--- src/design/tpv_pkg.sv ---
// ---------------------------------------------------------------------------
// tpv_pkg
// Shared types and constants for the timed PWM vibrator block.
// ---------------------------------------------------------------------------
package tpv_pkg;

    // Field widths
    localparam int CMD_W      = 2;
    localparam int DUR_W      = 16;
    localparam int MS_W       = 14;
    localparam int CNT_W      = 12;
    localparam int FREQ_W     = 16;
    localparam int DUTY_W     = 7;
    localparam int CFG_DATA_W = 16;
    localparam int CFG_IDX_W  = 1;

    // Parameter defaults
    localparam int CLOCK_HZ_DEFAULT  = 38400000;
    localparam int MAX_ON_MS_DEFAULT = 15000;

    // Command codes
    typedef enum logic [CMD_W-1:0] {
        CMD_REQUEST = 2'd0,
        CMD_PWM_TICK = 2'd1,
        CMD_MS_TICK = 2'd2,
        CMD_NONE = 2'd3
    } cmd_t;

    // Register indexes
    localparam logic [CFG_IDX_W-1:0] REG_PWM_FREQ = 1'd0;
    localparam logic [CFG_IDX_W-1:0] REG_DUTY     = 1'd1;

    // Register limits and reset values
    localparam logic [FREQ_W-1:0] FREQ_MIN   = 16'd10000;
    localparam logic [FREQ_W-1:0] FREQ_MAX   = 16'd50000;
    localparam logic [FREQ_W-1:0] FREQ_RESET = 16'd20000;
    localparam logic [DUTY_W-1:0] DUTY_MIN   = 7'd1;
    localparam logic [DUTY_W-1:0] DUTY_MAX   = 7'd99;
    localparam logic [DUTY_W-1:0] DUTY_RESET = 7'd50;
    localparam logic [DUTY_W-1:0] PERCENT    = 7'd100;

    // Largest counter value
    localparam logic [CNT_W-1:0] CNT_MAX = 12'hFFF;

    // Timing sequencer states
    typedef enum logic [2:0] {
        SEQ_IDLE,
        SEQ_LOAD,
        SEQ_PERIOD,
        SEQ_SCALE,
        SEQ_HIGH
    } seq_state_t;

    // Timing values handed to the datapath
    typedef struct packed {
        logic             busy;
        logic [CNT_W-1:0] period;
        logic [CNT_W-1:0] low;
    } tpv_timing_t;

endpackage

--- src/design/tpv_timing.sv ---
// ---------------------------------------------------------------------------
// tpv_timing
// Config registers and the PWM timing unit. A bit-serial divider derives the
// period = CLOCK_HZ / freq, then high = period * (100 - duty) / 100 is taken
// by a reciprocal multiply, and the low time is what is left of the period.
// ---------------------------------------------------------------------------
module tpv_timing
    import tpv_pkg::*;
#(
    parameter int CLOCK_HZ = CLOCK_HZ_DEFAULT
) (
    input  logic                  clk,
    input  logic                  rst_n,
    input  logic                  cfg_we,
    input  logic [CFG_IDX_W-1:0]  cfg_index,
    input  logic [CFG_DATA_W-1:0] cfg_data,
    input  logic                  running,
    output tpv_timing_t           timing
);

    localparam int CLK_W  = $clog2(CLOCK_HZ + 1);
    localparam int PROD_W = CNT_W + DUTY_W;
    localparam int DIV_W  = (CLK_W > PROD_W) ? CLK_W : PROD_W;
    localparam int STEP_W = $clog2(DIV_W);
    localparam int REM_W  = FREQ_W + 1;

    localparam logic [STEP_W-1:0] LAST_STEP = STEP_W'(DIV_W - 1);
    localparam logic [DIV_W-1:0]  CLOCK_DIV = DIV_W'(CLOCK_HZ);

    // Divide by 100 as multiply by ceil(2^RECIP_SH / 100), exact for PROD_W bits
    localparam int RECIP_SH = PROD_W + 7;
    localparam int RECIP_W  = RECIP_SH - 6;
    localparam int HPROD_W  = PROD_W + RECIP_W;
    localparam logic [RECIP_W-1:0] RECIP =
        RECIP_W'(((64'd1 << RECIP_SH) + 64'd99) / 64'd100);

    // Reset values of the derived counts
    localparam int PERIOD_RAW = CLOCK_HZ / 20000;
    localparam int PERIOD_RST = (PERIOD_RAW > 4095) ? 4095 : PERIOD_RAW;
    localparam int HIGH_RST   = PERIOD_RST * (100 - 50) / 100;
    localparam logic [CNT_W-1:0] PERIOD_RST_V = CNT_W'(PERIOD_RST);
    localparam logic [CNT_W-1:0] LOW_RST_V    = CNT_W'(PERIOD_RST - HIGH_RST);

    seq_state_t state_reg, state_next;

    logic [FREQ_W-1:0] freq_reg, freq_next;
    logic [DUTY_W-1:0] duty_reg, duty_next;
    logic [REM_W-1:0]  rem_reg, rem_next;
    logic [DIV_W-1:0]  quo_reg, quo_next;
    logic [FREQ_W-1:0] divisor_reg, divisor_next;
    logic [STEP_W-1:0] step_reg, step_next;
    logic [CNT_W-1:0]  period_reg, period_next;
    logic [CNT_W-1:0]  low_reg, low_next;

    logic [REM_W-1:0]   rem_shift;
    logic               rem_ge;
    logic [REM_W-1:0]   rem_step;
    logic [DIV_W-1:0]   quo_step;
    logic [CNT_W-1:0]   period_sat;
    logic [PROD_W-1:0]  scaled;
    logic [HPROD_W-1:0] high_prod;
    logic [FREQ_W-1:0]  freq_clamped;
    logic [DUTY_W-1:0]  duty_raw;
    logic [DUTY_W-1:0]  duty_clamped;

    // Clamp incoming register values
    always_comb
    begin
        duty_raw = cfg_data[DUTY_W-1:0];
        if (cfg_data > FREQ_MAX)
            freq_clamped = FREQ_MAX;
        else if (cfg_data < FREQ_MIN)
            freq_clamped = FREQ_MIN;
        else
            freq_clamped = cfg_data;
        if (duty_raw > DUTY_MAX)
            duty_clamped = DUTY_MAX;
        else if (duty_raw < DUTY_MIN)
            duty_clamped = DUTY_MIN;
        else
            duty_clamped = duty_raw;
    end

    // One restoring division step, the duty scaling and the divide by 100
    always_comb
    begin
        rem_shift = {rem_reg[REM_W-2:0], quo_reg[DIV_W-1]};
        rem_ge    = (rem_shift >= {1'b0, divisor_reg});
        rem_step  = rem_ge ? (rem_shift - {1'b0, divisor_reg}) : rem_shift;
        quo_step  = {quo_reg[DIV_W-2:0], rem_ge};
        period_sat = (quo_step > DIV_W'(CNT_MAX)) ? CNT_MAX : quo_step[CNT_W-1:0];
        scaled    = PROD_W'(period_reg) * PROD_W'(PERCENT - duty_reg);
        high_prod = HPROD_W'(quo_reg[PROD_W-1:0]) * HPROD_W'(RECIP);
    end

    // State register
    always_ff @(posedge clk or negedge rst_n)
    begin
        if (!rst_n)
            state_reg <= SEQ_IDLE;
        else
            state_reg <= state_next;
    end

    // Next state and datapath
    always_comb
    begin
        state_next   = state_reg;
        freq_next    = freq_reg;
        duty_next    = duty_reg;
        rem_next     = rem_reg;
        quo_next     = quo_reg;
        divisor_next = divisor_reg;
        step_next    = step_reg;
        period_next  = period_reg;
        low_next     = low_reg;

        unique case (state_reg)
            SEQ_IDLE:
            begin
            end
            SEQ_LOAD:
            begin
                rem_next     = '0;
                quo_next     = CLOCK_DIV;
                divisor_next = freq_reg;
                step_next    = '0;
                state_next   = SEQ_PERIOD;
            end
            SEQ_PERIOD:
            begin
                rem_next  = rem_step;
                quo_next  = quo_step;
                step_next = step_reg + 1'b1;
                if (step_reg == LAST_STEP)
                begin
                    period_next = period_sat;
                    state_next  = SEQ_SCALE;
                end
            end
            SEQ_SCALE:
            begin
                quo_next   = DIV_W'(scaled);
                state_next = SEQ_HIGH;
            end
            SEQ_HIGH:
            begin
                low_next   = period_reg - high_prod[RECIP_SH +: CNT_W];
                state_next = SEQ_IDLE;
            end
            default:
            begin
                state_next = SEQ_IDLE;
            end
        endcase

        // A register write restarts the computation; ignored while running
        if (cfg_we && !running)
        begin
            unique case (cfg_index)
                REG_PWM_FREQ: freq_next = freq_clamped;
                REG_DUTY:     duty_next = duty_clamped;
                default:      freq_next = freq_reg;
            endcase
            state_next = SEQ_LOAD;
        end
    end

    // Datapath registers
    always_ff @(posedge clk or negedge rst_n)
    begin
        if (!rst_n)
        begin
            freq_reg    <= FREQ_RESET;
            duty_reg    <= DUTY_RESET;
            period_reg  <= PERIOD_RST_V;
            low_reg     <= LOW_RST_V;
            rem_reg     <= '0;
            quo_reg     <= '0;
            divisor_reg <= FREQ_RESET;
            step_reg    <= '0;
        end
        else
        begin
            freq_reg    <= freq_next;
            duty_reg    <= duty_next;
            period_reg  <= period_next;
            low_reg     <= low_next;
            rem_reg     <= rem_next;
            quo_reg     <= quo_next;
            divisor_reg <= divisor_next;
            step_reg    <= step_next;
        end
    end

    assign timing.busy   = (state_reg != SEQ_IDLE);
    assign timing.period = period_reg;
    assign timing.low    = low_reg;

endmodule
--- config.mk ---
export PLATFORM = sky130hd
export DESIGN_NAME = tpv_timing
export DESIGN_NICKNAME = d
export VERILOG_FILES = /design/src/design/tpv_pkg.sv /design/src/design/tpv_timing.sv
export SDC_FILE = /design/constraint.sdc
export NUM_CORES = 1
export LEC_CHECK = 0
export BUFFER_PORTS_ARGS = -buffer_cell sky130_fd_sc_hd__buf_2
export CAP_MARGIN = 20
export CORE_ASPECT_RATIO = 1.2
export CORE_UTILIZATION = 42
export CTS_BUF_LIST = sky130_fd_sc_hd__clkbuf_16
export CTS_CLUSTER_SIZE = 16
export DETAILED_ROUTE_END_ITERATION = 10
export GPL_TIMING_DRIVEN = 0
export PLACE_DENSITY = 0.7
export SETUP_SLACK_MARGIN = 0.05
export SYNTH_ARGS = -nofsm -noshare
export SYNTH_HDL_FRONTEND = slang
export SYNTH_SLANG_ARGS = --single-unit
export TNS_END_PERCENT = 100
--- constraint.sdc ---
create_clock -name clk -period 8.22 [get_ports clk]
set_input_delay 0.411 -clock clk [delete_from_list [all_inputs] [get_ports clk]]
set_output_delay 0.411 -clock clk [all_outputs]
set_load 0.005 [all_outputs]
; ---- Yosys cells after proc, flatten, opt, wreduce, memory -nomap -nowiden
; Cells that the tools add are included.
[totals]
reg_bits = 113
in_bits = 21
[classes]
add_sub_neg = 4
n_mul = 2
order_cmp = 6
eq_ne = 7
n_mux = 12
bitwise = 1
reduce_logical = 10
[ops]
columns = cell, n
row1 = case mux 26 bit (3 select lines), 1
row2 = two-way mux 16 bit, 3
row3 = multiplier 19 x 20 -> 38 bit (second input constant), 1
row4 = case mux 16 bit (2 select lines), 1
row5 = > comparator 26 x 12 -> 1 bit (second input constant), 1
row6 = multiplier 13 x 8 -> 19 bit, 1
row7 = greater-or-equal comparator 17 x 16 -> 1 bit, 1
row8 = > comparator 16 bit (second input constant), 1
row9 = less-than comparator 16 x 14 -> 1 bit (second input constant), 1
row10 = subtractor 16 bit, 1
row11 = two-way mux 7 bit, 2
row12 = two-way mux 12 bit, 1
row13 = case mux 3 bit (4 select lines), 1
row14 = subtractor 12 bit, 1
row15 = case mux 5 bit (2 select lines), 1
row16 = AND reduction 2 bit, 4
row17 = subtractor 7 x 7 -> 8 bit (first input constant), 1
row18 = > comparator 7 bit (second input constant), 1
row19 = less-than comparator 7 x 1 -> 1 bit (second input constant), 1
row20 = equality test 3 x 2 -> 1 bit (second input constant), 2
row21 = two-way mux 3 bit, 2
row22 = nonzero test 3 bit, 2
row23 = adder 5 x 1 -> 5 bit (second input constant), 1
row24 = equality test 5 bit (second input constant), 1
row25 = 9 further kinds, 9

; ---- Longest topological paths before layout
[logic_depth]
ltp_word = 4
depth_mapped = 32
ltp_nobuf = 32

; ---- Worst setup path before layout
; OpenSTA, ideal clock, no wires.
[synth_path]
kind = register -> register
startpoint = reg quo_reg[17]
endpoint = reg low_reg[10]
setup_time_ns = 0.134
arrival_ns = 7.056
path_slack_ns = 1.030
stages_incl_launch_ff = 29
synth_period_minus_slack_ns = 7.190
path_cell_list = dfrtp_1 fa_1 inv_1 fa_1 inv_1 fa_1 fa_1 fa_1 inv_1 fa_1 inv_1 ha_1 o21ai_0 o221a_2 nand2b_1 nand3_1 o21ai_0 a21boi_0 o21a_1 or2_2 ha_1 a21oi_1 o21bai_1 a21oi_1 o21bai_1 a211o_1 a31oi_1 xor2_1 o21ai_0
[synth_between]
elab_chain_len = 2
[synth_lines]
columns = item, line_no
row1 = "start, declared", tpv_timing.sv:49  ; logic [DIV_W-1:0] quo_reg, quo_next;
row2 = "start signal, assigned", tpv_timing.sv:190  ; quo_reg <= quo_next;
row3 = multiplier 19 x 20 -> 38 bit, tpv_timing.sv:93  ; high_prod = HPROD_W'(quo_reg[PROD_W-1:0]) * HPROD_W'(RECIP);
row4 = subtractor 12 bit, tpv_timing.sv:148  ; low_next = period_reg - high_prod[RECIP_SH +: CNT_W];
row5 = "end signal, assigned", tpv_timing.sv:188  ; low_reg <= low_next;
row6 = "end, declared", tpv_timing.sv:53  ; logic [CNT_W-1:0] low_reg, low_next;
; Every way passes these cells.
; A chain may end at the register's enable or synchronous reset.

; ---- Worst setup path after layout
[layout_path]
startpoint = reg quo_reg[16]
endpoint = reg low_reg[10]
; Same word-level chain as after synthesis.

==> metrics.cfg <==
[status]
status=finished clean

[critical_path]
worst_path_most_repeated_cell=fa_1
cp-end-kind=flop
critical_path_class=flop to flop
endpoint=low_reg[10]$_DFFE_PN0N_
worstPathMaxFanout=6
timing.rr.end=low_reg[10]$_DFFE_PN0N_
r2r-start=quo_reg[16]$_DFFE_PN0P_
cp.arrival_ns=8.01
worst_path_largest_cell_delay_ns=0.63
critPathSlowestCell=fa_2
rrSetupSlack_ns=0.50
rr_worst_depth=28
cp_data_required_time_ns=8.51
crit_path_start=quo_reg[16]$_DFFE_PN0P_
crit_path_start_kind=flop

[floorplan]
core_sq_mm=0.0351
num_io_pins=46
initial_utilization=0.427
rows=75
die_w_um=175
die_h_um=209
die_area_sq_mm=0.0365

[global_route]
grt_use_total=0.203
antenna_found_initial=1
grt_pass1_vias=11945
grt_start_max_net_pins=72
grt_pass1_wl_mm=58.4
grt-ovfl-total=0

[layout]
design_area_sq_mm=0.0166
drive_gt1_frac=0.0942
largest_reg_flops=26
syn_to_final_growth_pct=10.5
fin_nets=2112
diodes=0

[flow_run]
cap_viol_max_count=0

[timing]
fin_crit_ns=7.72
timing.fmax_mhz=129
setup_violations=0
max_slew_margin=0.542
worst_pin_slew_ns=0.687
tns_ns=0
fin_crit_sh=0.939
skew_ns=0.0129
report.final.slew_viol_count=0
finalHoldViolCount=0
rsz0062_at_grt=false
whs_ns=0.208

[clock_tree]
clk_pin_slew_worst_paths_ns=0.06
clock_latency_ns=0.43
cts_root_buf=clkbuf_16
clock-sinks=113
htree_levels=4
cts_buffers=17
tritoncts=done
clockBufferDepth=2

[placed_design]
place_area_sq_mm=0.0158
place_congestion=0.924
io_buffers=45
dp_hpwl_mm=28.6

[route]
drt_iter0_markers=510
drc=0
wirelength_mm=35.1
vias_per_cell=5.18
antenna_left=0
wl_per_cell_um=16.4
vias=11088
drtPass1Iterations=6

[synth]
synth_cells=1591
synth-edff-count=0
yosys.area_share.simple=0.110
synth_most_common_cell=inv_1
syn_area_sq_mm=0.0150
yosys_warnings=0
synth_seq_cells=113
synth.area.top_cells=fa_1 25%, ha_1 20%, dfrtp_1 15%
synth_cell_types=58
synth_area_per_cell_sq_um=9.43
yosysSeqAreaShare=0.190
synth_xor_area_frac=0.0350
synth_fa_ha_area_frac=0.450
yosys.area.top_type_share=0.250
synthMuxAreaShare=0.0172
synthTopCellsByCount=345 x inv_1, 239 x ha_1, 187 x fa_1
synth_flop_cell=dfrtp_1
ys_async_sr_fraction=1.00
synth_nets=2038
synth_compound_area_frac=0.101
synth_top_family_by_area=adder cells
yosysTopAreaCell=fa_1

[worst_hold_path]
hp-class=primary input to flop

-- cell usage in the layout, fill, tap and decap left out, types with 5 or more instances in the layout --
master and instances:
o21bai_1 5, a21oi_1 57, a211o_1 5, nand3_1 14
nor3_1 12, nor2b_1 10, nand4_1 9, and2_1 58
a22oi_1 5, xnor2_1 38, nand2_1 136, a21o_1 19
a31oi_1 12, fa_1 185, ha_1 239, dfrtp_1 79
buf_4 10, and3_1 7, nor2_1 56, o21ai_0 69
clkbuf_1 28, o22ai_1 8, inv_1 345, a22o_1 18
mux2_2 6, or2_2 10, xor2_1 21, dfrtp_2 13
nand2b_1 15, mux2i_1 19, dfstp_2 21, inv_6 6
o31ai_1 7, clkbuf_16 17, buf_2 51
-- routing by layer --
| metal | wire length (um) | share of wire | global-route usage |
|---|---|---|---|
| met3 | 1040 | 0.030 | 0.0167 |
| met2 | 18700 | 0.53 | 0.377 |
| met1 | 14300 | 0.41 | 0.241 |
| met4 | 1060 | 0.030 | 0.0816 |
| met5 | 0 | 0 | 0 |
-- worst max-delay path: cells and delay by family (launching register included) --
| kind | cells | cell delay [ns] |
|---|---|---|
| and+or+nand+nor | 3 | 0.60 |
| AOI/OAI and AO/OA | 12 | 2.19 |
| buffers and inverters | 4 | 0.22 |
| xor gates and xnor gates | 1 | 0.21 |
| DFF | 1 | 0.48 |
| adders and majority gates | 8 | 3.88 |
-- metrics by stage --
step            util  std cells  worst slack [ns]
2_1_floorplan      -       1591              1.03
3_3_place_gp   0.450       2098             0.110
3_5_place_dp   0.451       2099            0.0613
4_1_cts        0.469       2132             0.103
5_1_grt        0.472       2140            0.0319
6_report       0.472       2140             0.497
-- kinds of logic after synthesis --
kind of cell,count (synthesis)
adders and majority gates,427
buffers and inverters,382
and+or+nand+nor,344
AOI/OAI and AO/OA,240
DFF,113
xor gates and xnor gates,60
muxes,25
-- how the worst min path moves through the flow --
stage                                        start                    endpoint  slack [ns]  depth (start not counted)
after global placement    freq_reg[14]$_DFFE_PN1P_    freq_reg[14]$_DFFE_PN1P_        0.45                          2
final                                 cfg_data[14]    freq_reg[14]$_DFFE_PN1P_        0.21                          3
after global routing                  cfg_data[12]    freq_reg[12]$_DFFE_PN0P_        0.22                          2
after floorplan                              rst_n  divisor_reg[0]$_DFFE_PN0P_        0.12                          0
after detailed placement                     rst_n     low_reg[10]$_DFFE_PN0N_        0.45                          1
after CTS                             cfg_data[14]    freq_reg[14]$_DFFE_PN1P_        0.19                          3
-- final cells by class --
class	instances	area, sq um
Fill cell	3337	18500
Inverter	346	1300
Clock inverter	15	194
Timing Repair Buffer	55	325
Buffer	36	148
Multi-Input combinational cell	1096	10700
Sequential cell	113	2870
Tap cell	462	578
Clock buffer	17	425
-- repair_timing --
| item | 4_1_cts | 5_1_grt |
|---|---|---|
| setup endpoints to repair | 1 | 2 |
| gates resized for setup | 1 | 22 |
| pin swaps | 0 | 1 |
| buffers inserted | 0 | 8 |
| hold buffers | 1 | 0 |
| endpoints found under the hold margin | 7 | 0 |
Power is left out: the tool's default activity adds up to more than one toggle a clock period on the data nets, which glitch-free logic cannot reach.
